$ cat src/rtl/railcom_detector_frame_decoder_core_macros.svh
// ---------------------------------------------------------------------------
// Assertion macros for the detector frame decoder
// Both macros sample on clk and are disabled while rst is high.
// ---------------------------------------------------------------------------
`ifndef RAILCOM_DETECTOR_FRAME_DECODER_CORE_MACROS_SVH
`define RAILCOM_DETECTOR_FRAME_DECODER_CORE_MACROS_SVH

// Same-cycle implication
`define RFD_ASSERT_NOW(label, ante, cons, msg) \
  label: assert property (@(posedge clk) disable iff (rst) (ante) |-> (cons)) \
    else $error(msg);

// Next-cycle implication
`define RFD_ASSERT_NEXT(label, ante, cons, msg) \
  label: assert property (@(posedge clk) disable iff (rst) (ante) |=> (cons)) \
    else $error(msg);

`endif

$ cat src/rtl/rfd_pkg.sv
// ---------------------------------------------------------------------------
// rfd_pkg
// Types and byte codes shared by the detector frame decoder modules.
// ---------------------------------------------------------------------------
package rfd_pkg;

  // Start bytes and frame trailer
  localparam logic [7:0] START_DIAG  = 8'hD1;
  localparam logic [7:0] START_OFF   = 8'hFA;
  localparam logic [7:0] START_ADDR  = 8'hFC;
  localparam logic [7:0] START_SYS   = 8'hFD;
  localparam logic [7:0] START_CV    = 8'hFE;
  localparam logic [7:0] CLOSE_BYTE  = 8'hFF;

  // Data byte counts per start byte
  localparam logic [3:0] LEN_DIAG = 4'd10;
  localparam logic [3:0] LEN_OFF  = 4'd0;
  localparam logic [3:0] LEN_ADDR = 4'd3;
  localparam logic [3:0] LEN_SYS  = 4'd4;
  localparam logic [3:0] LEN_CV   = 4'd2;

  // Address word handling
  localparam logic [7:0]  HI_MASK     = 8'hBF;
  localparam logic [13:0] ADDR_LIMIT  = 14'h27FF;
  localparam logic [13:0] ADDR_FORCED = 14'h3FFF;

  // Device reinit command
  localparam logic [7:0] TX_REINIT = 8'h20;

  typedef enum logic [1:0] {
    EVT_ADDR = 2'd0,
    EVT_CV   = 2'd1,
    EVT_TX   = 2'd2
  } evt_kind_t;

  // A frame that closed this cycle and needs evaluation
  typedef struct packed {
    logic       valid;
    evt_kind_t  kind;
    logic [7:0] b1;
    logic [7:0] b2;
    logic [7:0] b3;
  } close_t;

endpackage

$ cat src/rtl/rfd_in_if.sv
// ---------------------------------------------------------------------------
// rfd_in_if
// Received byte channel: valid/ready with one link byte per word.
// ---------------------------------------------------------------------------
interface rfd_in_if;
  logic       valid;
  logic       ready;
  logic [7:0] rx_byte;

  modport source (output valid, output rx_byte, input ready);
  modport sink   (input valid, input rx_byte, output ready);
endinterface

$ cat src/rtl/rfd_out_if.sv
// ---------------------------------------------------------------------------
// rfd_out_if
// Report channel: valid/ready with one decoded event per word.
// ---------------------------------------------------------------------------
interface rfd_out_if;
  logic        valid;
  logic        ready;
  logic [1:0]  event_kind;
  logic [7:0]  detector;
  logic [13:0] loco_address;
  logic        heading_right;
  logic        occupied;
  logic [7:0]  cv_value;
  logic [7:0]  tx_byte;

  modport source (
    output valid, output event_kind, output detector, output loco_address,
    output heading_right, output occupied, output cv_value, output tx_byte,
    input ready
  );
  modport sink (
    input valid, input event_kind, input detector, input loco_address,
    input heading_right, input occupied, input cv_value, input tx_byte,
    output ready
  );
endinterface

$ cat src/rtl/rfd_frame_parser.sv
// ---------------------------------------------------------------------------
// rfd_frame_parser
// Tracks frame boundaries on the byte stream, keeps the first four bytes of
// a frame and flags the closing trailer of frames that produce a report.
// ---------------------------------------------------------------------------
module rfd_frame_parser (
  input  logic            clk,
  input  logic            rst,
  input  logic            take,
  input  logic [7:0]      rx_byte,
  output rfd_pkg::close_t close
);
  import rfd_pkg::*;

  logic       in_frame, in_frame_next;
  logic [3:0] expected_length, expected_length_next;
  logic [3:0] byte_index, byte_index_next;
  logic [7:0] frame_bytes [4];

  logic       start_hit;
  logic [3:0] start_len;
  logic [3:0] idx_m1;
  logic       closing;
  logic       fb_we;
  logic [1:0] fb_addr;

  // Start byte decode
  always_comb begin
    start_hit = 1'b1;
    start_len = LEN_OFF;
    case (rx_byte)
      START_DIAG: start_len = LEN_DIAG;
      START_OFF:  start_len = LEN_OFF;
      START_ADDR: start_len = LEN_ADDR;
      START_SYS:  start_len = LEN_SYS;
      START_CV:   start_len = LEN_CV;
      default:    start_hit = 1'b0;
    endcase
  end

  // Frame sequencing
  always_comb begin
    in_frame_next        = in_frame;
    expected_length_next = expected_length;
    byte_index_next      = byte_index;
    idx_m1               = byte_index - 4'd1;
    closing              = 1'b0;
    fb_we                = 1'b0;
    fb_addr              = 2'd0;
    if (take) begin
      if (!in_frame) begin
        if (start_hit) begin
          in_frame_next        = 1'b1;
          expected_length_next = start_len;
          byte_index_next      = 4'd1;
          fb_we                = 1'b1;
          fb_addr              = 2'd0;
        end
      end else if (idx_m1 == expected_length && rx_byte == CLOSE_BYTE) begin
        closing              = 1'b1;
        in_frame_next        = 1'b0;
        expected_length_next = 4'd0;
        byte_index_next      = 4'd0;
      end else if (idx_m1 < expected_length) begin
        // only the first four bytes are kept
        fb_we           = (byte_index < 4'd4);
        fb_addr         = byte_index[1:0];
        byte_index_next = byte_index + 4'd1;
      end
    end
  end

  // Report-producing frames leave on the trailer byte
  always_comb begin
    close.valid = 1'b0;
    close.kind  = EVT_ADDR;
    close.b1    = frame_bytes[1];
    close.b2    = frame_bytes[2];
    close.b3    = frame_bytes[3];
    case (frame_bytes[0])
      START_ADDR: begin
        close.valid = closing;
        close.kind  = EVT_ADDR;
      end
      START_CV: begin
        close.valid = closing;
        close.kind  = EVT_CV;
      end
      START_SYS: begin
        close.valid = closing;
        close.kind  = EVT_TX;
      end
      default: close.valid = 1'b0;
    endcase
  end

  always_ff @(posedge clk) begin
    if (rst) begin
      in_frame        <= 1'b0;
      expected_length <= 4'd0;
      byte_index      <= 4'd0;
    end else begin
      in_frame        <= in_frame_next;
      expected_length <= expected_length_next;
      byte_index      <= byte_index_next;
    end
  end

  // Frame byte buffer, no reset needed
  always_ff @(posedge clk) begin
    if (fb_we) begin
      frame_bytes[fb_addr] <= rx_byte;
    end
  end

endmodule

$ cat src/rtl/rfd_evaluator.sv
// ---------------------------------------------------------------------------
// rfd_evaluator
// Evaluates closed frames: address frames are checked against the
// per-detector last-address store, cv and system frames pass straight to
// the report register.
// ---------------------------------------------------------------------------
`include "railcom_detector_frame_decoder_core_macros.svh"

module rfd_evaluator #(
  parameter int MAX_DETECTOR = 239
) (
  input  logic             clk,
  input  logic             rst,
  input  rfd_pkg::close_t  close,
  output logic             stall,
  rfd_out_if.source        report
);
  import rfd_pkg::*;

  localparam int         IDX_W     = (MAX_DETECTOR > 1) ? $clog2(MAX_DETECTOR) : 1;
  localparam logic [7:0] MAX_DET_B = 8'(MAX_DETECTOR);

  // Last-address store with per-entry valid bits
  logic [14:0]             store [MAX_DETECTOR];
  logic [MAX_DETECTOR-1:0] vbits;
  logic [14:0]             rd_data;
  logic                    rd_vld;

  // Stage 1: frame waiting for compare
  logic             s1_valid;
  evt_kind_t        s1_kind;
  logic [7:0]       s1_det;
  logic [IDX_W-1:0] s1_idx;
  logic [14:0]      s1_packed;
  logic [13:0]      s1_loco;
  logic             s1_heading;
  logic [7:0]       s1_cv;

  // Report register
  logic        out_valid;
  evt_kind_t   out_kind;
  logic [7:0]  out_det;
  logic [13:0] out_loco;
  logic        out_heading;
  logic        out_occ;
  logic [7:0]  out_cv;
  logic [7:0]  out_tx;

  logic             det_ok;
  logic             s1_load;
  logic [7:0]       det_m1;
  logic [IDX_W-1:0] load_idx;
  logic [15:0]      raw_addr;
  logic             forced;
  logic [14:0]      ld_packed;
  logic [13:0]      ld_loco;
  logic             s1_adv;
  logic [14:0]      stored;
  logic             changed;
  logic             emit;
  logic             wr_en;

  // Load side: range check and address word
  always_comb begin
    det_ok    = (close.b1 != 8'd0) && (close.b1 <= MAX_DET_B);
    s1_load   = close.valid && (close.kind != EVT_ADDR || det_ok);
    det_m1    = close.b1 - 8'd1;
    load_idx  = det_m1[IDX_W-1:0];
    raw_addr  = {close.b2 & HI_MASK, close.b3};
    forced    = raw_addr[13:0] > ADDR_LIMIT;
    ld_packed = forced ? {1'b0, ADDR_FORCED} : {raw_addr[15], raw_addr[13:0]};
    ld_loco   = forced ? 14'd0 : raw_addr[13:0];
  end

  // Compare side
  always_comb begin
    s1_adv  = s1_valid && (!out_valid || report.ready);
    stored  = rd_vld ? rd_data : 15'd0;
    changed = (s1_packed != stored);
    emit    = (s1_kind != EVT_ADDR) || changed;
    wr_en   = s1_adv && (s1_kind == EVT_ADDR) && changed;
    stall   = s1_valid && !s1_adv;
  end

  // Control registers
  always_ff @(posedge clk) begin
    if (rst) begin
      s1_valid  <= 1'b0;
      out_valid <= 1'b0;
      vbits     <= '0;
    end else begin
      s1_valid <= s1_load || (s1_valid && !s1_adv);
      if (s1_adv && emit) begin
        out_valid <= 1'b1;
      end else if (report.ready) begin
        out_valid <= 1'b0;
      end
      if (wr_en) begin
        vbits[s1_idx] <= 1'b1;
      end
    end
  end

  // Store access: registered read on load, write on a changed address
  always_ff @(posedge clk) begin
    if (s1_load) begin
      rd_data <= store[load_idx];
      rd_vld  <= vbits[load_idx];
    end
    if (wr_en) begin
      store[s1_idx] <= s1_packed;
    end
  end

  // Stage 1 payload
  always_ff @(posedge clk) begin
    if (s1_load) begin
      s1_kind    <= close.kind;
      s1_det     <= close.b1;
      s1_idx     <= load_idx;
      s1_packed  <= ld_packed;
      s1_loco    <= ld_loco;
      s1_heading <= !close.b2[7];
      s1_cv      <= close.b2;
    end
  end

  // Report payload; fields outside the event kind stay zero
  always_ff @(posedge clk) begin
    if (s1_adv && emit) begin
      out_kind    <= s1_kind;
      out_det     <= 8'd0;
      out_loco    <= 14'd0;
      out_heading <= 1'b0;
      out_occ     <= 1'b0;
      out_cv      <= 8'd0;
      out_tx      <= 8'd0;
      case (s1_kind)
        EVT_ADDR: begin
          out_det     <= s1_det;
          out_loco    <= s1_loco;
          out_heading <= s1_heading;
          out_occ     <= (s1_packed != 15'd0);
        end
        EVT_CV:  out_cv <= s1_cv;
        EVT_TX:  out_tx <= TX_REINIT;
        default: out_tx <= 8'd0;
      endcase
    end
  end

  assign report.valid         = out_valid;
  assign report.event_kind    = out_kind;
  assign report.detector      = out_det;
  assign report.loco_address  = out_loco;
  assign report.heading_right = out_heading;
  assign report.occupied      = out_occ;
  assign report.cv_value      = out_cv;
  assign report.tx_byte       = out_tx;

  // A frame needs at least two bytes, so a new one cannot close while
  // stage 1 is still occupied; this also keeps store read and write apart.
  `RFD_ASSERT_NOW(a_load_when_free, s1_load, !s1_valid, "frame closed while stage 1 busy")
  `RFD_ASSERT_NEXT(a_write_reports, wr_en, out_valid, "store written without a report")
  `RFD_ASSERT_NOW(a_addr_fields_clean, out_valid && out_kind == EVT_ADDR,
                  out_cv == 8'd0 && out_tx == 8'd0, "address report carries cv or tx data")

endmodule

$ cat src/rtl/railcom_detector_frame_decoder_core.sv
// The closing 0xFF byte loads its frame into stage 1, then the report register.
// Throughput: one byte per cycle; input stalls only while a report waits in
// the output register and another closed frame sits in the compare stage.
// The 239-entry last-address store is read into a register ahead of compare.
// Reset (synchronous, rst high) clears frame state and the store valid bits at
// once; the block is ready to take bytes as soon as rst is low.
// ---------------------------------------------------------------------------
// railcom_detector_frame_decoder_core
// Detector link frame decoder: frames bytes and emits address, cv and
// transmit reports.
// ---------------------------------------------------------------------------
module railcom_detector_frame_decoder_core #(
  parameter int MAX_DETECTOR = 239
) (
  input logic       clk,
  input logic       rst,
  rfd_in_if.sink    rx,
  rfd_out_if.source report
);
  import rfd_pkg::*;

  close_t close;
  logic   stall;
  logic   take;

  assign rx.ready = !stall;
  assign take     = rx.valid && rx.ready;

  rfd_frame_parser u_parser (
    .clk     (clk),
    .rst     (rst),
    .take    (take),
    .rx_byte (rx.rx_byte),
    .close   (close)
  );

  rfd_evaluator #(
    .MAX_DETECTOR (MAX_DETECTOR)
  ) u_eval (
    .clk    (clk),
    .rst    (rst),
    .close  (close),
    .stall  (stall),
    .report (report)
  );

endmodule

$ cat src/flat_wrapper.sv
// flat-port wrapper written by rule: the top's interface ports become plain ports
module railcom_detector_frame_decoder_core_flat import rfd_pkg::*;
#(
  parameter int MAX_DETECTOR = 239
)
  (clk, rst, rx_valid, rx_rx_byte, rx_ready, report_valid, report_event_kind, report_detector, report_loco_address, report_heading_right, report_occupied, report_cv_value, report_tx_byte, report_ready);
  rfd_in_if rx_i ();
  rfd_out_if report_i ();
  input logic clk;
  input logic rst;
  input wire logic [$bits(rx_i.valid)-1:0] rx_valid;
  input wire logic [$bits(rx_i.rx_byte)-1:0] rx_rx_byte;
  output wire logic [$bits(rx_i.ready)-1:0] rx_ready;
  output wire logic [$bits(report_i.valid)-1:0] report_valid;
  output wire logic [$bits(report_i.event_kind)-1:0] report_event_kind;
  output wire logic [$bits(report_i.detector)-1:0] report_detector;
  output wire logic [$bits(report_i.loco_address)-1:0] report_loco_address;
  output wire logic [$bits(report_i.heading_right)-1:0] report_heading_right;
  output wire logic [$bits(report_i.occupied)-1:0] report_occupied;
  output wire logic [$bits(report_i.cv_value)-1:0] report_cv_value;
  output wire logic [$bits(report_i.tx_byte)-1:0] report_tx_byte;
  input wire logic [$bits(report_i.ready)-1:0] report_ready;
  assign rx_i.valid = rx_valid;
  assign rx_i.rx_byte = rx_rx_byte;
  assign rx_ready = rx_i.ready;
  assign report_valid = report_i.valid;
  assign report_event_kind = report_i.event_kind;
  assign report_detector = report_i.detector;
  assign report_loco_address = report_i.loco_address;
  assign report_heading_right = report_i.heading_right;
  assign report_occupied = report_i.occupied;
  assign report_cv_value = report_i.cv_value;
  assign report_tx_byte = report_i.tx_byte;
  assign report_i.ready = report_ready;
  railcom_detector_frame_decoder_core #(.MAX_DETECTOR(MAX_DETECTOR)) u_core (.clk(clk), .rst(rst), .rx(rx_i), .report(report_i));
endmodule
$ cat config.mk
export PLATFORM = sky130hd
export DESIGN_NAME = railcom_detector_frame_decoder_core_flat
export DESIGN_NICKNAME = d
export VERILOG_FILES = /design/src/rtl/rfd_pkg.sv /design/src/rtl/rfd_in_if.sv /design/src/rtl/rfd_out_if.sv /design/src/rtl/rfd_frame_parser.sv /design/src/rtl/rfd_evaluator.sv /design/src/rtl/railcom_detector_frame_decoder_core.sv /design/src/flat_wrapper.sv
export VERILOG_INCLUDE_DIRS = /design/src /design/src/rtl
export SDC_FILE = /design/constraint.sdc
export NUM_CORES = 2
export LEC_CHECK = 0
export ABC_CLOCK_PERIOD_IN_PS = 31400
export BUFFER_PORTS_ARGS = -buffer_cell sky130_fd_sc_hd__buf_2
export CAP_MARGIN = 20
export CORE_AREA = 8 8 533 535
export CTS_CLUSTER_DIAMETER = 100
export DETAILED_ROUTE_END_ITERATION = 10
export DIE_AREA = 0 0 541 543
export PLACE_DENSITY_LB_ADDON = 0.2
export SLEW_MARGIN = 20
export SYNTH_ARGS = -nofsm -noshare
export SYNTH_HDL_FRONTEND = slang
export SYNTH_SLANG_ARGS = --single-unit
$ cat constraint.sdc
create_clock -name clk -period 31.4 [get_ports clk]
set_input_delay 9.42 -clock clk [delete_from_list [all_inputs] [get_ports clk]]
set_output_delay 9.42 -clock clk [all_outputs]
set_load 0.02 [all_outputs]
==> flow_summary.rst <==
.. list-table::
   :header-rows: 1

   * - Metric
     - Value
   * - Cell depth of the worst min-delay path
     - 0
   * - Total congestion overflow after global routing
     - 0
   * - Initial Util
     - between 50 and 60%
   * - DR vias/cell
     - approximately 6.6
   * - Worst min-delay path class
     - reg -> reg
   * - R2r endpoint
     - u_core.u_eval.rd_data[7]
   * - Final number of setup-violating endpoints
     - 0
   * - Proportion of register bits with asynchronous set or reset after synthesis
     - 0%
   * - Sequential cell area
     - roughly 0.12 mm2
   * - Number of hold buffers added after cts
     - 0
   * - Vias after detailed routing
     - a little under 80000
   * - Launching element type of the critical path
     - input port
   * - Post-Synthesis Cell Area
     - 0.154 mm2
   * - Synthesized netlist cell count
     - 7649
   * - Die Ht
     - 543 um
   * - Result of the run
     - complete, no violations
   * - Critical Setup Path Class
     - in -> out
   * - Launch point of the worst reg-to-reg path
     - u_core.u_parser.frame_bytes[1][0]
   * - Total Neg Setup Slack
     - 0 ps
   * - Skew final
     - just under 70 ps
   * - Net count reported at finish
     - between 8000 and 9000
   * - Total clock buffers created by CTS
     - around 400
   * - Clock net sink count
     - roughly 4000
   * - Top flip-flop cell by instance count after synthesis
     - edfxtp_1
   * - Max-capacitance violation count
     - 0
   * - Worst hold path startpoint
     - u_core.u_parser.frame_bytes[2][6]
   * - Synthesized area per cell
     - around 20 um2
   * - FF+latch count, synth
     - about 4000
   * - Fraction of final layout cells with drive strength greater than 1
     - 29.5%
   * - Worst slew slack as a fraction of its limit
     - 20.1%
   * - Largest fanout on the critical path
     - 4
   * - Final hold violations
     - 0
   * - Data arrival time at the worst-slack endpoint
     - ~10000 ps
   * - EDFF count, synth
     - around 3700
   * - H-tree depth
     - 5
   * - Number of global-route vias before repair
     - just under 80000
   * - Avg WL per Cell
     - roughly 33 um
   * - I/O pin total
     - between 50 and 60
   * - Final standard cell utilization of the core
     - 63.2%
   * - Source-to-sink clock delay at the later pin of the worst-skew pair
     - a little under 1000 ps
   * - Count of input and output buffers
     - 48
   * - Post-route DRC violation count
     - 0
   * - Min-Delay Endpoint
     - u_core.u_eval.s1_cv[6]
   * - Root Buffer
     - clkbuf_16
   * - Routability Congestion
     - roughly 0.9
   * - Clock tree from TritonCTS
     - yes
   * - Final worst-path cycle share
     - between 60% and 70%
   * - Largest net degree at the start of global routing
     - a little under 200
   * - Layout filler cell count
     - approximately 18000
   * - Total leakage power
     - roughly 0.055 uW
   * - Antenna violations before repair
     - 14
   * - Type of destination of the critical path
     - output port
   * - Required time of the critical path
     - between 20000 and 25000 ps
   * - Register-to-Register Path Depth
     - 14
   * - Total wire length after detailed routing
     - approximately 400000 um
   * - CTS resizes
     - 0
   * - Total GRT Usage
     - 26.8%
   * - Total die area
     - about 0.29 mm2
   * - RSZ-0062 raised after global routing
     - false
   * - P per Cell Area
     - 59.9 mW/mm2
   * - Clock transition at the register clock pins on the worst setup and hold paths after CTS
     - 50 ps
   * - Setup slack of the most critical reg-to-reg path
     - about 24000 ps
   * - HPWL after DPL
     - between 200000 and 250000 um
   * - Sequential element share of the synthesized area
     - around three quarters
   * - Synthesis-to-layout area growth
     - 13.3%
   * - Number of core rows
     - roughly 190
   * - IR Drop Worst-Case VDD
     - roughly 0.053 mV
   * - Cell variety after synth
     - 89
   * - Iteration-0 DRC count of the detailed router
     - between 10000 and 15000
   * - Min cycle time layout
     - approximately 20000 ps
   * - Area used by multi-input combinational logic
     - 0.0360 mm2
   * - Wire length of the first global-routing pass
     - between 500000 and 600000 um
   * - TritonRoute pass-1 iters
     - 6
   * - Post-detailed-route count of antenna-violating nets
     - 0
   * - Number of pins with negative max-slew slack in the final report
     - 0
   * - Buffers inserted during post-CTS setup optimization
     - 0
   * - Maximum clock rate
     - between 0.05 and 0.06 GHz
   * - Worst-margin pin slew
     - 1200 ps
   * - Maximum clock path buffer count
     - 4
   * - Area of the core
     - 0.275 mm2
   * - Warning count from the yosys run
     - 0
   * - Die Wd
     - around 540 um
-- final cells by class --
cell class              count  area share, %
repair buffers            444           2.02
inverters                  36         0.0841
well taps                3607           2.59
flip-flops and latches   3974           67.1
diodes                      5        0.00719
clock buffers             526           6.16
multi-input cells        3171           20.7
clock inverters           212           1.34
-- power by group --
part	internal, uW	leakage [uW]	switching (uW)
combinational	6.19	0.0130	8.50
sequential	5700	0.0355	0.0777
clock	2720	0.00638	1990
-- cells by family after synthesis --
family,after synthesis,share of synthesized area (%)
other cells,1,0.00244
buf+inv,510,1.52
simple gates,1291,3.85
compound gates,787,4.07
xor+xnor,13,0.0985
fa+ha+maj,8,0.0651
flops,3974,76.0
mux,1065,14.4
-- flip-flops by register name, indices dropped and copies added, names as in the netlist, 2 cells and up --
name and count:
u_core.u_eval.store 3585, u_core.u_eval.report.loco_address 14, u_core.u_eval.report.event_kind 2, u_core.u_eval.rd_data 15
u_core.u_eval.s1_cv 8, u_core.u_eval.report.detector 8, u_core.u_parser.expected_length 4, u_core.u_parser.frame_bytes 32
u_core.u_eval.s1_det 8, u_core.u_eval.s1_kind 2, u_core.u_eval.s1_loco 14, u_core.u_eval.s1_packed 15
u_core.u_eval.report.cv_value 8, u_core.u_eval.s1_idx 8, u_core.u_eval.vbits 239, u_core.u_parser.byte_index 4
-- layer usage --
metal	part of all wire, %	up-vias	track usage (%)	routed length, um
li1	-	32300	-	-
met1	38	41700	36.7	152000
met2	47	4169	42.2	189000
met3	9.4	824	5.47	37700
met4	5.4	4	12.2	21500
met5	0.0052	-	0.0162	21
-- worst max-delay path, stage by stage --
cell      delay [ps]
buf_2            100
nand2b_1         190
nor2_1           170
inv_1            110
buf_2            170
-- per-stage QoR --
stage               instance area (um2)  worst slack (ps)  instances  hold slack [ps]  power, uW
finish                           174000             11820      12000              428      10400
global route                     174000             11770      12000              430      10700
CTS                              174000             11810      12000              429      10500
detailed placement               161000             11830      11200              416       5830
global placement                 161000             11680      11200              407       5830
floorplan                        154000             12140       7655              400       5820
-- synth_stat cells, drive strengths merged, types with 19 or more instances --
cell type | n | area [um2]
edfxtp | 3724 | 112000
mux4 | 913 | 20600
nand2 | 641 | 2410
buf | 275 | 1450
nor3 | 252 | 1260
dfxtp | 250 | 5000
o21ba | 232 | 2320
clkbuf | 199 | 747
mux2i | 150 | 1500
nand3 | 144 | 721
a21oi | 126 | 634
a22oi | 97 | 728
nor2 | 72 | 285
a31oi | 65 | 413
a32oi | 65 | 569
and2 | 47 | 294
inv | 36 | 135
o21ai | 34 | 170
nand2b | 26 | 163
and3 | 21 | 136
nor4 | 21 | 138
nand4 | 19 | 119
-- placed cells by master, fill, tap and decap left out, types with 15 or more instances in the layout --
cell type	netlist	routed
clkbuf_16	0	397
a211oi_1	15	15
clkbuf_1	199	99
buf_4	41	373
nor4_1	20	15
nor3_2	0	216
nor3_1	252	22
buf_2	184	47
buf_12	0	19
nand2b_1	26	26
o21ba_2	232	232
mux4_2	913	913
dfxtp_1	250	250
a22o_1	17	17
o22ai_1	17	17
bufinv_16	0	37
nand2_1	641	639
clkinv_1	0	60
nand4_1	19	19
edfxtp_1	3724	3724
a32oi_1	65	65
a21oi_1	125	123
clkinv_2	0	78
o21ai_0	30	29
a31oi_1	64	64
a22oi_1	97	97
and2_1	46	46
clkbuf_8	0	31
nor2_1	68	62
nand3_1	144	143
and3_1	20	20
inv_1	32	31
mux2i_1	150	150
-- how the worst max path moves through the flow --
stage                      start  endpoint  slack [ps]  depth (start not counted)
finish              report_ready  rx_ready       11820                          5
global route        report_ready  rx_ready       11770                          5
CTS                 report_ready  rx_ready       11810                          5
detailed placement  report_ready  rx_ready       11830                          5
global placement    report_ready  rx_ready       11680                          5
floorplan           report_ready  rx_ready       12140                          3
(Power assumes the default switching activity.)
